<file path="config.mk">
export PLATFORM = sky130hd
export DESIGN_NAME = avcc_to_annexb_converter_flat
export DESIGN_NICKNAME = d
export VERILOG_FILES = /design/src/rtl/a2b_pkg.sv /design/src/rtl/a2b_if.sv /design/src/rtl/a2b_front.sv /design/src/rtl/a2b_cmdq.sv /design/src/rtl/a2b_back.sv /design/src/rtl/avcc_to_annexb_converter.sv /design/src/flat_wrapper.sv
export VERILOG_INCLUDE_DIRS = /design/src /design/src/rtl
export SDC_FILE = /design/constraint.sdc
export NUM_CORES = 1
export LEC_CHECK = 0
export BUFFER_PORTS_ARGS = -buffer_cell sky130_fd_sc_hd__buf_2
export CAP_MARGIN = 20
export CELL_PAD_IN_SITES_DETAIL_PLACEMENT = 0
export CELL_PAD_IN_SITES_GLOBAL_PLACEMENT = 1
export CORE_MARGIN = 10
export CORE_UTILIZATION = 30
export DETAILED_ROUTE_END_ITERATION = 16
export HOLD_SLACK_MARGIN = 0.02
export PLACE_DENSITY_LB_ADDON = 0.1
export SKIP_LAST_GASP = 1
export SLEW_MARGIN = 20
export SYNTH_ARGS = -nofsm -noshare
export SYNTH_HDL_FRONTEND = slang
export SYNTH_SLANG_ARGS = --single-unit
</file>
<file path="constraint.sdc">
create_clock -name clk -period 4.8 [get_ports clk]
set_clock_uncertainty 0.1 [all_clocks]
set_input_delay 0.24 -clock clk [delete_from_list [all_inputs] [get_ports clk]]
set_output_delay 0.24 -clock clk [all_outputs]
set_load 0.01 [all_outputs]
</file>
<file path="src/rtl/assert_macros.svh">
// ----------------------------------------------------------------------------
// Assertion macros
// Shared concurrent assertion forms, clocked on clk, disabled in reset.
// ----------------------------------------------------------------------------
`ifndef ASSERT_MACROS_SVH
`define ASSERT_MACROS_SVH

// same-cycle implication
`define A2B_ASSERT_IMP(lbl, ante, cons) \
	lbl: assert property (@(posedge clk) disable iff (!arst_n) (ante) |-> (cons)) \
		else $error("a2b: assertion failed");

// next-cycle implication
`define A2B_ASSERT_NXT(lbl, ante, cons) \
	lbl: assert property (@(posedge clk) disable iff (!arst_n) (ante) |=> (cons)) \
		else $error("a2b: assertion failed");

`endif

</file>
<file path="src/rtl/a2b_pkg.sv">
// ----------------------------------------------------------------------------
// a2b_pkg
// Types and constants shared by the length-prefix to start-code converter.
// ----------------------------------------------------------------------------
package a2b_pkg;

	typedef enum logic [1:0] {
		PH_PREFIX  = 2'd0,
		PH_PAYLOAD = 2'd1,
		PH_DRAIN   = 2'd2
	} a2b_phase_t;

	typedef enum logic [1:0] {
		ST_OK    = 2'd0,
		ST_TRUNC = 2'd1,
		ST_ZERO  = 2'd2,
		ST_PAST  = 2'd3
	} a2b_status_t;

	localparam int CFG_IDX_W  = 1;
	localparam int CFG_DATA_W = 3;

	localparam logic [CFG_IDX_W-1:0] CFG_LENGTH_BYTES = 1'b0;
	localparam logic [CFG_IDX_W-1:0] CFG_LONG_SC      = 1'b1;

	localparam logic [2:0] LB_MIN       = 3'd1;
	localparam logic [2:0] LB_MAX       = 3'd4;
	localparam logic [2:0] SC_LONG_LEN  = 3'd4;
	localparam logic [2:0] SC_SHORT_LEN = 3'd3;

	localparam int Q_DEPTH = 4;
	localparam int Q_AW    = 2;

	// one accepted byte's worth of output work
	typedef struct packed {
		logic [7:0]  data;
		logic        emit_start;
		logic        long_sc;
		logic        emit_data;
		logic        emit_status;
		a2b_status_t status;
	} a2b_cmd_t;

endpackage

</file>
<file path="src/rtl/a2b_if.sv">
// ----------------------------------------------------------------------------
// a2b channel interfaces
// Valid/ready channels for input bytes and output results.
// ----------------------------------------------------------------------------
interface a2b_in_if;
	logic       valid;
	logic       ready;
	logic [7:0] in_byte;
	logic       frame_end;

	modport source (output valid, output in_byte, output frame_end, input ready);
	modport sink   (input valid, input in_byte, input frame_end, output ready);
endinterface

interface a2b_out_if;
	logic       valid;
	logic       ready;
	logic [7:0] out_byte;
	logic       is_status;
	logic [1:0] frame_status;
	logic       run_last;

	modport source (output valid, output out_byte, output is_status,
		output frame_status, output run_last, input ready);
	modport sink   (input valid, input out_byte, input is_status,
		input frame_status, input run_last, output ready);
endinterface

</file>
<file path="src/rtl/a2b_front.sv">
// ----------------------------------------------------------------------------
// a2b_front
// Accepts frame bytes, parses length prefixes and tracks payload, issuing
// one output command per byte that produces results.
// ----------------------------------------------------------------------------
`include "assert_macros.svh"

module a2b_front import a2b_pkg::*; #(
	parameter int LENGTH_BITS = 32
) (
	input  logic                  clk,
	input  logic                  arst_n,
	input  logic                  cfg_we,
	input  logic [CFG_IDX_W-1:0]  cfg_index,
	input  logic [CFG_DATA_W-1:0] cfg_data,
	a2b_in_if.sink                in_ch,
	input  logic                  q_full,
	output logic                  push,
	output a2b_cmd_t              push_cmd
);

	logic [2:0]             lb_q;
	logic                   long_sc_q;
	logic [2:0]             lb_eff;

	a2b_phase_t             phase_q, phase_d;
	logic [LENGTH_BITS-1:0] accum_q, accum_d;
	logic [2:0]             pcount_q, pcount_d;
	logic [LENGTH_BITS-1:0] left_q, left_d;
	logic                   start_q, start_d;
	a2b_status_t            err_q, err_d, err_new;

	logic [LENGTH_BITS+7:0] wide;
	logic [LENGTH_BITS-1:0] accum_shift;
	logic [LENGTH_BITS-1:0] left_dec;
	logic [2:0]             pcount_inc;
	logic                   accept;
	logic                   last;

	always_ff @(posedge clk or negedge arst_n) begin
		if (!arst_n) begin
			lb_q      <= LB_MAX;
			long_sc_q <= 1'b1;
		end else if (cfg_we) begin
			case (cfg_index)
				CFG_LENGTH_BYTES: lb_q      <= cfg_data;
				CFG_LONG_SC:      long_sc_q <= cfg_data[0];
				default: ;
			endcase
		end
	end

	always_comb begin
		if (lb_q < LB_MIN)
			lb_eff = LB_MIN;
		else if (lb_q > LB_MAX)
			lb_eff = LB_MAX;
		else
			lb_eff = lb_q;
	end

	assign in_ch.ready = !q_full;
	assign accept      = in_ch.valid && in_ch.ready;
	assign last        = in_ch.frame_end;

	assign wide        = {accum_q, in_ch.in_byte};
	assign accum_shift = wide[LENGTH_BITS-1:0];
	assign left_dec    = left_q - LENGTH_BITS'(1);
	assign pcount_inc  = pcount_q + 3'd1;

	// next state
	always_comb begin
		phase_d  = phase_q;
		accum_d  = accum_q;
		pcount_d = pcount_q;
		left_d   = left_q;
		start_d  = start_q;
		err_new  = err_q;
		unique case (phase_q)
			PH_PREFIX: begin
				accum_d  = accum_shift;
				pcount_d = pcount_inc;
				if (pcount_inc >= lb_eff) begin
					if (accum_shift == '0) begin
						err_new = ST_ZERO;
						phase_d = PH_DRAIN;
					end else if (last) begin
						err_new = ST_PAST;
						phase_d = PH_DRAIN;
					end else begin
						left_d  = accum_shift;
						start_d = 1'b1;
						phase_d = PH_PAYLOAD;
					end
					accum_d  = '0;
					pcount_d = '0;
				end else if (last) begin
					err_new = ST_TRUNC;
					phase_d = PH_DRAIN;
				end
			end
			PH_PAYLOAD: begin
				start_d = 1'b0;
				left_d  = left_dec;
				if (left_dec == '0) begin
					phase_d = PH_PREFIX;
				end else if (last) begin
					err_new = ST_PAST;
					phase_d = PH_DRAIN;
				end
			end
			default: ;
		endcase
		err_d = err_new;
		if (last) begin
			phase_d  = PH_PREFIX;
			accum_d  = '0;
			pcount_d = '0;
			left_d   = '0;
			start_d  = 1'b0;
			err_d    = ST_OK;
		end
	end

	// command out
	always_comb begin
		push_cmd.data        = in_ch.in_byte;
		push_cmd.emit_start  = (phase_q == PH_PAYLOAD) && start_q;
		push_cmd.long_sc     = long_sc_q;
		push_cmd.emit_data   = (phase_q == PH_PAYLOAD);
		push_cmd.emit_status = last;
		push_cmd.status      = last ? err_new : ST_OK;
		push = accept && (push_cmd.emit_data || last);
	end

	always_ff @(posedge clk or negedge arst_n) begin
		if (!arst_n) begin
			phase_q  <= PH_PREFIX;
			accum_q  <= '0;
			pcount_q <= '0;
			left_q   <= '0;
			start_q  <= 1'b0;
			err_q    <= ST_OK;
		end else if (accept) begin
			phase_q  <= phase_d;
			accum_q  <= accum_d;
			pcount_q <= pcount_d;
			left_q   <= left_d;
			start_q  <= start_d;
			err_q    <= err_d;
		end
	end

	`A2B_ASSERT_IMP(a_payload_owed, phase_q == PH_PAYLOAD, left_q != '0)
	`A2B_ASSERT_NXT(a_frame_clears, accept && last,
		phase_q == PH_PREFIX && pcount_q == '0 && err_q == ST_OK && !start_q)

endmodule

</file>
<file path="src/rtl/a2b_cmdq.sv">
// ----------------------------------------------------------------------------
// a2b_cmdq
// Short command queue between the parser and the output sequencer.
// ----------------------------------------------------------------------------
`include "assert_macros.svh"

module a2b_cmdq import a2b_pkg::*; (
	input  logic     clk,
	input  logic     arst_n,
	input  logic     push,
	input  a2b_cmd_t push_cmd,
	output logic     full,
	input  logic     pop,
	output logic     head_valid,
	output a2b_cmd_t head_cmd
);

	a2b_cmd_t        mem_q [Q_DEPTH];
	logic [Q_AW-1:0] wr_ptr_q, rd_ptr_q;
	logic [Q_AW:0]   count_q;

	assign full       = (count_q == (Q_AW+1)'(Q_DEPTH));
	assign head_valid = (count_q != '0);
	assign head_cmd   = mem_q[rd_ptr_q];

	always_ff @(posedge clk) begin
		if (push)
			mem_q[wr_ptr_q] <= push_cmd;
	end

	always_ff @(posedge clk or negedge arst_n) begin
		if (!arst_n) begin
			wr_ptr_q <= '0;
			rd_ptr_q <= '0;
			count_q  <= '0;
		end else begin
			if (push)
				wr_ptr_q <= wr_ptr_q + Q_AW'(1);
			if (pop)
				rd_ptr_q <= rd_ptr_q + Q_AW'(1);
			if (push && !pop)
				count_q <= count_q + (Q_AW+1)'(1);
			else if (pop && !push)
				count_q <= count_q - (Q_AW+1)'(1);
		end
	end

	`A2B_ASSERT_NXT(a_count_up, push && !pop, count_q == $past(count_q) + (Q_AW+1)'(1))

endmodule

</file>
<file path="src/rtl/a2b_back.sv">
// ----------------------------------------------------------------------------
// a2b_back
// Expands queued commands into start code, payload and status beats.
// ----------------------------------------------------------------------------
`include "assert_macros.svh"

module a2b_back import a2b_pkg::*; (
	input  logic     clk,
	input  logic     arst_n,
	input  logic     head_valid,
	input  a2b_cmd_t head_cmd,
	output logic     pop,
	a2b_out_if.source out_ch
);

	logic [2:0]  pos_q;
	logic [2:0]  n_sc;
	logic [2:0]  total;
	logic        load;
	logic        res_last;
	logic [7:0]  res_byte;
	logic        res_status;
	a2b_status_t res_fs;

	logic        out_valid_q;
	logic [7:0]  out_byte_q;
	logic        is_status_q;
	a2b_status_t fs_q;
	logic        run_last_q;

	always_comb begin
		if (!head_cmd.emit_start)
			n_sc = 3'd0;
		else if (head_cmd.long_sc)
			n_sc = SC_LONG_LEN;
		else
			n_sc = SC_SHORT_LEN;
		total = n_sc + {2'b00, head_cmd.emit_data} + {2'b00, head_cmd.emit_status};

		res_byte   = 8'd0;
		res_status = 1'b0;
		res_fs     = ST_OK;
		if (pos_q < n_sc) begin
			res_byte = (pos_q == n_sc - 3'd1) ? 8'd1 : 8'd0;
		end else if (pos_q == n_sc && head_cmd.emit_data) begin
			res_byte = head_cmd.data;
		end else begin
			res_status = 1'b1;
			res_fs     = head_cmd.status;
		end
		res_last = (pos_q == total - 3'd1);
	end

	assign load = head_valid && (!out_valid_q || out_ch.ready);
	assign pop  = load && res_last;

	always_ff @(posedge clk or negedge arst_n) begin
		if (!arst_n) begin
			pos_q       <= '0;
			out_valid_q <= 1'b0;
		end else begin
			if (load)
				pos_q <= res_last ? 3'd0 : pos_q + 3'd1;
			if (load)
				out_valid_q <= 1'b1;
			else if (out_ch.ready)
				out_valid_q <= 1'b0;
		end
	end

	always_ff @(posedge clk) begin
		if (load) begin
			out_byte_q  <= res_byte;
			is_status_q <= res_status;
			fs_q        <= res_fs;
			run_last_q  <= res_last;
		end
	end

	assign out_ch.valid        = out_valid_q;
	assign out_ch.out_byte     = out_byte_q;
	assign out_ch.is_status    = is_status_q;
	assign out_ch.frame_status = fs_q;
	assign out_ch.run_last     = run_last_q;

	`A2B_ASSERT_IMP(a_pos_in_range, head_valid, pos_q < total)
	`A2B_ASSERT_IMP(a_status_closes, out_valid_q && is_status_q, run_last_q)

endmodule

</file>
<file path="src/rtl/avcc_to_annexb_converter.sv">
// ----------------------------------------------------------------------------
// avcc_to_annexb_converter
// Length-prefixed NAL unit stream to start-code stream converter.
// ----------------------------------------------------------------------------
// Usage: frame bytes enter on in_ch, one beat per byte, frame_end high on the
// final byte. Results leave on out_ch: start code bytes, payload bytes and one
// status beat per frame (is_status high, frame_status 0 ok, 1 truncated prefix,
// 2 zero length, 3 length past end). run_last marks the final beat caused by
// an input byte. Bytes of a bad frame already sent stand; discard on status.
// cfg_index 0 sets the prefix length (1..4 bytes), 1 selects the 4-byte start
// code. Write configuration only between frames with the block empty.
// An accepted byte's results pass through the command queue and the output
// register. Throughput: one byte per cycle while the queue is not full; a
// unit's first payload byte yields the start code and the byte, the frame_end
// byte one more beat for status. Prefix and dropped bytes produce no output.
// A four-entry command queue separates parsing from output sequencing; when
// out_ch stalls the queue fills and in_ch.ready falls once it is full.
// Reset clears parser state and queue and restores the configuration defaults.
// ----------------------------------------------------------------------------
module avcc_to_annexb_converter import a2b_pkg::*; #(
	parameter int LENGTH_BITS = 32
) (
	input  logic                  clk,
	input  logic                  arst_n,
	input  logic                  cfg_we,
	input  logic [CFG_IDX_W-1:0]  cfg_index,
	input  logic [CFG_DATA_W-1:0] cfg_data,
	a2b_in_if.sink                in_ch,
	a2b_out_if.source             out_ch
);

	logic     push;
	a2b_cmd_t push_cmd;
	logic     q_full;
	logic     pop;
	logic     head_valid;
	a2b_cmd_t head_cmd;

	a2b_front #(
		.LENGTH_BITS (LENGTH_BITS)
	) u_front (
		.clk       (clk),
		.arst_n    (arst_n),
		.cfg_we    (cfg_we),
		.cfg_index (cfg_index),
		.cfg_data  (cfg_data),
		.in_ch     (in_ch),
		.q_full    (q_full),
		.push      (push),
		.push_cmd  (push_cmd)
	);

	a2b_cmdq u_cmdq (
		.clk        (clk),
		.arst_n     (arst_n),
		.push       (push),
		.push_cmd   (push_cmd),
		.full       (q_full),
		.pop        (pop),
		.head_valid (head_valid),
		.head_cmd   (head_cmd)
	);

	a2b_back u_back (
		.clk        (clk),
		.arst_n     (arst_n),
		.head_valid (head_valid),
		.head_cmd   (head_cmd),
		.pop        (pop),
		.out_ch     (out_ch)
	);

endmodule

</file>
<file path="src/flat_wrapper.sv">
// flat-port wrapper written by rule: the top's interface ports become plain ports
module avcc_to_annexb_converter_flat import a2b_pkg::*;
#(
	parameter int LENGTH_BITS = 32
)
  (clk, arst_n, cfg_we, cfg_index, cfg_data, in_ch_valid, in_ch_in_byte, in_ch_frame_end, in_ch_ready, out_ch_valid, out_ch_out_byte, out_ch_is_status, out_ch_frame_status, out_ch_run_last, out_ch_ready);
  a2b_in_if in_ch_i ();
  a2b_out_if out_ch_i ();
  input  logic clk;
  input  logic arst_n;
  input  logic cfg_we;
  input  logic [CFG_IDX_W-1:0] cfg_index;
  input  logic [CFG_DATA_W-1:0] cfg_data;
  input wire logic [$bits(in_ch_i.valid)-1:0] in_ch_valid;
  input wire logic [$bits(in_ch_i.in_byte)-1:0] in_ch_in_byte;
  input wire logic [$bits(in_ch_i.frame_end)-1:0] in_ch_frame_end;
  output wire logic [$bits(in_ch_i.ready)-1:0] in_ch_ready;
  output wire logic [$bits(out_ch_i.valid)-1:0] out_ch_valid;
  output wire logic [$bits(out_ch_i.out_byte)-1:0] out_ch_out_byte;
  output wire logic [$bits(out_ch_i.is_status)-1:0] out_ch_is_status;
  output wire logic [$bits(out_ch_i.frame_status)-1:0] out_ch_frame_status;
  output wire logic [$bits(out_ch_i.run_last)-1:0] out_ch_run_last;
  input wire logic [$bits(out_ch_i.ready)-1:0] out_ch_ready;
  assign in_ch_i.valid = in_ch_valid;
  assign in_ch_i.in_byte = in_ch_in_byte;
  assign in_ch_i.frame_end = in_ch_frame_end;
  assign in_ch_ready = in_ch_i.ready;
  assign out_ch_valid = out_ch_i.valid;
  assign out_ch_out_byte = out_ch_i.out_byte;
  assign out_ch_is_status = out_ch_i.is_status;
  assign out_ch_frame_status = out_ch_i.frame_status;
  assign out_ch_run_last = out_ch_i.run_last;
  assign out_ch_i.ready = out_ch_ready;
  avcc_to_annexb_converter #(.LENGTH_BITS(LENGTH_BITS)) u_core (.clk(clk), .arst_n(arst_n), .cfg_we(cfg_we), .cfg_index(cfg_index), .cfg_data(cfg_data), .in_ch(in_ch_i), .out_ch(out_ch_i));
endmodule
</file>
==> key figures <==
Floorplan
  – Initial Util: 30.8%
  – IO Count: 32
  – # rows: 56
  – Full die area: 30900 um2
  – Die Span X: 176 um
  – Core Footprint: 23700 um2
  – Die Span Y: 176 um

Setup path
  – Critical Path End Type: flip-flop
  – Logic depth of the worst register-to-register path: 10
  – Crit-path most repeated cell: fa_1
  – Flop-to-flop setup slack: 0.83 ns
  – Worst-path cell chain: buf_4, mux4_2, fa_1, xor2_1, nor2_1, nand2_1, ha_1, inv_1, fa_1, mux2_2
  – Max FO, Critical Path: 9
  – Crit path required time: 4.99 ns
  – Crit-path max cell delay: 0.63 ns
  – Family with the most delay on the worst path: adder cells
  – Worst R2R End: u_core.u_cmdq.count_q[1]$_DFFE_PN0P_
  – Startpoint types: flip-flop
  – Worst Path Arrival: 4.16 ns
  – Critical path class: reg2reg
  – CP bufs+invs: 2
  – Worst path slowest cell: dfrtp_1
  – Setup crit start: u_core.u_cmdq.rd_ptr_q[0]$_DFFE_PN0P_
  – Crit Reg-Reg Startpoint: u_core.u_cmdq.rd_ptr_q[0]$_DFFE_PN0P_

Synth
  – Synth top cells by count: 77 x dfrtp_1, 68 x edfxtp_1, 52 x nor2_1, 44 x a21oi_1, 32 x clkbuf_1
  – Syn Nets: 667
  – FF+latch count, synth: 147
  – Count of cell types in the netlist: 70
  – Most frequent cell after synthesis: dfrtp_1
  – Sequential area share after synthesis: 55.2%
  – Yosys top cell by area: edfxtp_1
  – Mapped Area: 7280 um2
  – Cells after synthesis: 632
  – Asr flop ratio synth: 53.7%
  – Avg Synthesized Cell Area: 11.5 um2
  – Post-synth EDFFs: 68
  – Post-synth top flop: dfrtp_1
  – Synth warn: 0
  – Post-synth top area share: 28.0%
  – Synth area leaders: edfxtp_1 28%, dfrtp_1 26%, mux4_2 4.3%

Min path
  – Hold depth: 1
  – HP Class: in2reg
  – WHS Endpoint: u_core.u_cmdq.mem_q[0][9]$_DFFE_PP_
  – Worst hold path startpoint: in_ch_in_byte[3]

Placed design
  – Dpl hpwl: 13.6 mm
  – Final GP Congestion: 0.790
  – IO Port Bufs: 31

Pwr
  – Power Density: 734 nW/um2
  – VDD IR-drop max: 0.249 mV
  – Power, Total: 0.00618 W
  – Leakage: 3.32 nW

CTS
  – Post CTS Setup Buffer Count: 0
  – TritonCTS Sinks: 147
  – Longest Clk Path Bufs: 2
  – Clock transition at path regs: 0.06 ns
  – Num CTS Buffers: 17
  – Clk Latency, worst-skew pair: 0.42 ns
  – H-tree depth: 4
  – CTS tree: built
  – Root Driver: clkbuf_16

Layout
  – Layout cells sized above 1: 17.1%
  – Antenna diode count: 0
  – Synth-to-layout area growth: 15.5%
  – FF/Latch Area: 4020 um2
  – Area of the multi-input gates: 3050 um2
  – NumNets Final: 696
  – Fill count: 2398
  – Final Util: 35.5%

Run
  – Max cap viols: 0

Drt
  – Routed wire length: 20.5 mm
  – Routed Antenna Nets: 0
  – DR WL/cell: 20.7 um
  – DR iter-0 viols: 429
  – Residual DRC: 0
  – Vias: 5372
  – Vias per inst: 5.41
  – Pre-antenna DRT Iters: 5

Timing
  – Fin crit share: 82.6%
  – RSZ-0062 raised after global routing: no
  – Total Neg Setup Slack: 0 ns
  – Fmax: 0.252 GHz
  – Max-slew headroom: 31.6%
  – Final hold vios: 0
  – Worst hold slack: 0.0519 ns
  – Fin crit period: 3.97 ns
  – Worst-margin pin slew: 1.03 ns
  – Final Setup Violations: 0
  – Slew Limit Fails: 0

Run status
  – Outcome: finished, final reports clean

Global routing
  – Global route overflow: 0
  – Vias in the first global route: 5505
  – Gr usage total: 13.6%
  – Initial antenna violation count: 0
  – First-pass GRT wire length: 32.8 mm
  – Largest net degree at the start of global routing: 59
stage by stage:
stage / instance area (um2) / cells / setup WS, ns
after floorplan: 7280 / 632 / 0.849
after global placement: 7780 / 954 / 0.878
after detailed placement: 7780 / 954 / 0.767
after CTS: 8420 / 993 / 0.738
after global routing: 8420 / 993 / 0.604
final: 8420 / 993 / 0.835
kinds of logic (layout without fill, tap and decap cells):
family,count (synthesis),in the layout,share of synthesized area (%)
adder cells (fa/ha/maj),17,17,3.13
flip-flops,147,147,55.2
buffers and inverters,57,99,3.21
multiplexers,21,21,5.38
XOR/XNOR,10,10,1.20
AO/OA/AOI/OAI,181,181,16.5
AND/OR/NAND/NOR,199,199,15.4
per-layer routing:
layer	vias up	track usage (%)	wire length [um]
li1	2481	-	-
met1	2745	18.5	9860
met2	130	21.3	9620
met3	16	3.24	877
met4	0	3.11	192
met5	-	0	0
state kept, by name (all words and copies together), names as in the netlist, 2 cells and up:
signal                             cells
u_core.u_front.accum_q                24
u_core.u_cmdq.wr_ptr_q                 2
u_core.u_front.left_q                 32
u_core.u_cmdq.mem_q                   56
u_core.u_front.pcount_q                3
u_core.u_front.lb_q                    3
u_core.u_front.phase_q                 2
u_core.u_cmdq.rd_ptr_q                 2
u_core.u_front.err_q                   2
u_core.u_cmdq.count_q                  3
u_core.u_back.pos_q                    3
u_core.u_back.out_ch.frame_status      2
u_core.u_back.out_ch.out_byte          8
worst max-delay path by stage:
| stage | endpoint | slack [ns] | cells after the start |
|---|---|---|---|
| floorplan | u_core.u_cmdq.count_q[1]$_DFFE_PN0P_ | 0.85 | 11 |
| global placement | u_core.u_cmdq.count_q[1]$_DFFE_PN0P_ | 0.88 | 10 |
| detailed placement | u_core.u_cmdq.count_q[1]$_DFFE_PN0P_ | 0.77 | 10 |
| CTS | u_core.u_cmdq.count_q[1]$_DFFE_PN0P_ | 0.74 | 10 |
| global route | u_core.u_cmdq.count_q[1]$_DFFE_PN0P_ | 0.60 | 10 |
| finish | u_core.u_cmdq.count_q[1]$_DFFE_PN0P_ | 0.83 | 10 |
power by group:
group	switching [W]	internal [W]	total (W)
Combinational	0.00177	0.00105	0.00282
Sequential	0.000359	0.00171	0.00207
Clock	0.000552	0.000737	0.00129
Total	0.00268	0.00350	0.00618
cell usage in the layout (no fill, tap or decap), types with 9 or more instances in the layout:
master	count
dfrtp_1	77
edfxtp_1	68
nor2_1	52
a21oi_1	42
nor3_1	30
buf_2	30
o31ai_1	28
a22o_1	27
o21ai_0	23
nand2_1	22
o21ai_1	19
inv_1	18
clkbuf_16	17
ha_1	15
mux4_2	14
nor4_1	14
buf_4	12
and3_1	10
nand2b_1	9
final cells by class:
cell class                      instances  share of cell area [%]
Multi-Input combinational cell        428                    36.2
Tap cell                              319                    4.74
Inverter                               18                   0.803
Timing Repair Buffer                   49                    3.69
Clock buffer                           20                    5.31
Clock inverter                         12                    1.47
Sequential cell                       147                    47.8
repair_timing:
item | in CTS | in global routing
hold endpoints to repair | 59 | 0
gates resized for setup | 0 | 0
hold buffers | 7 | 0
Power figures use the tool's default switching activity.
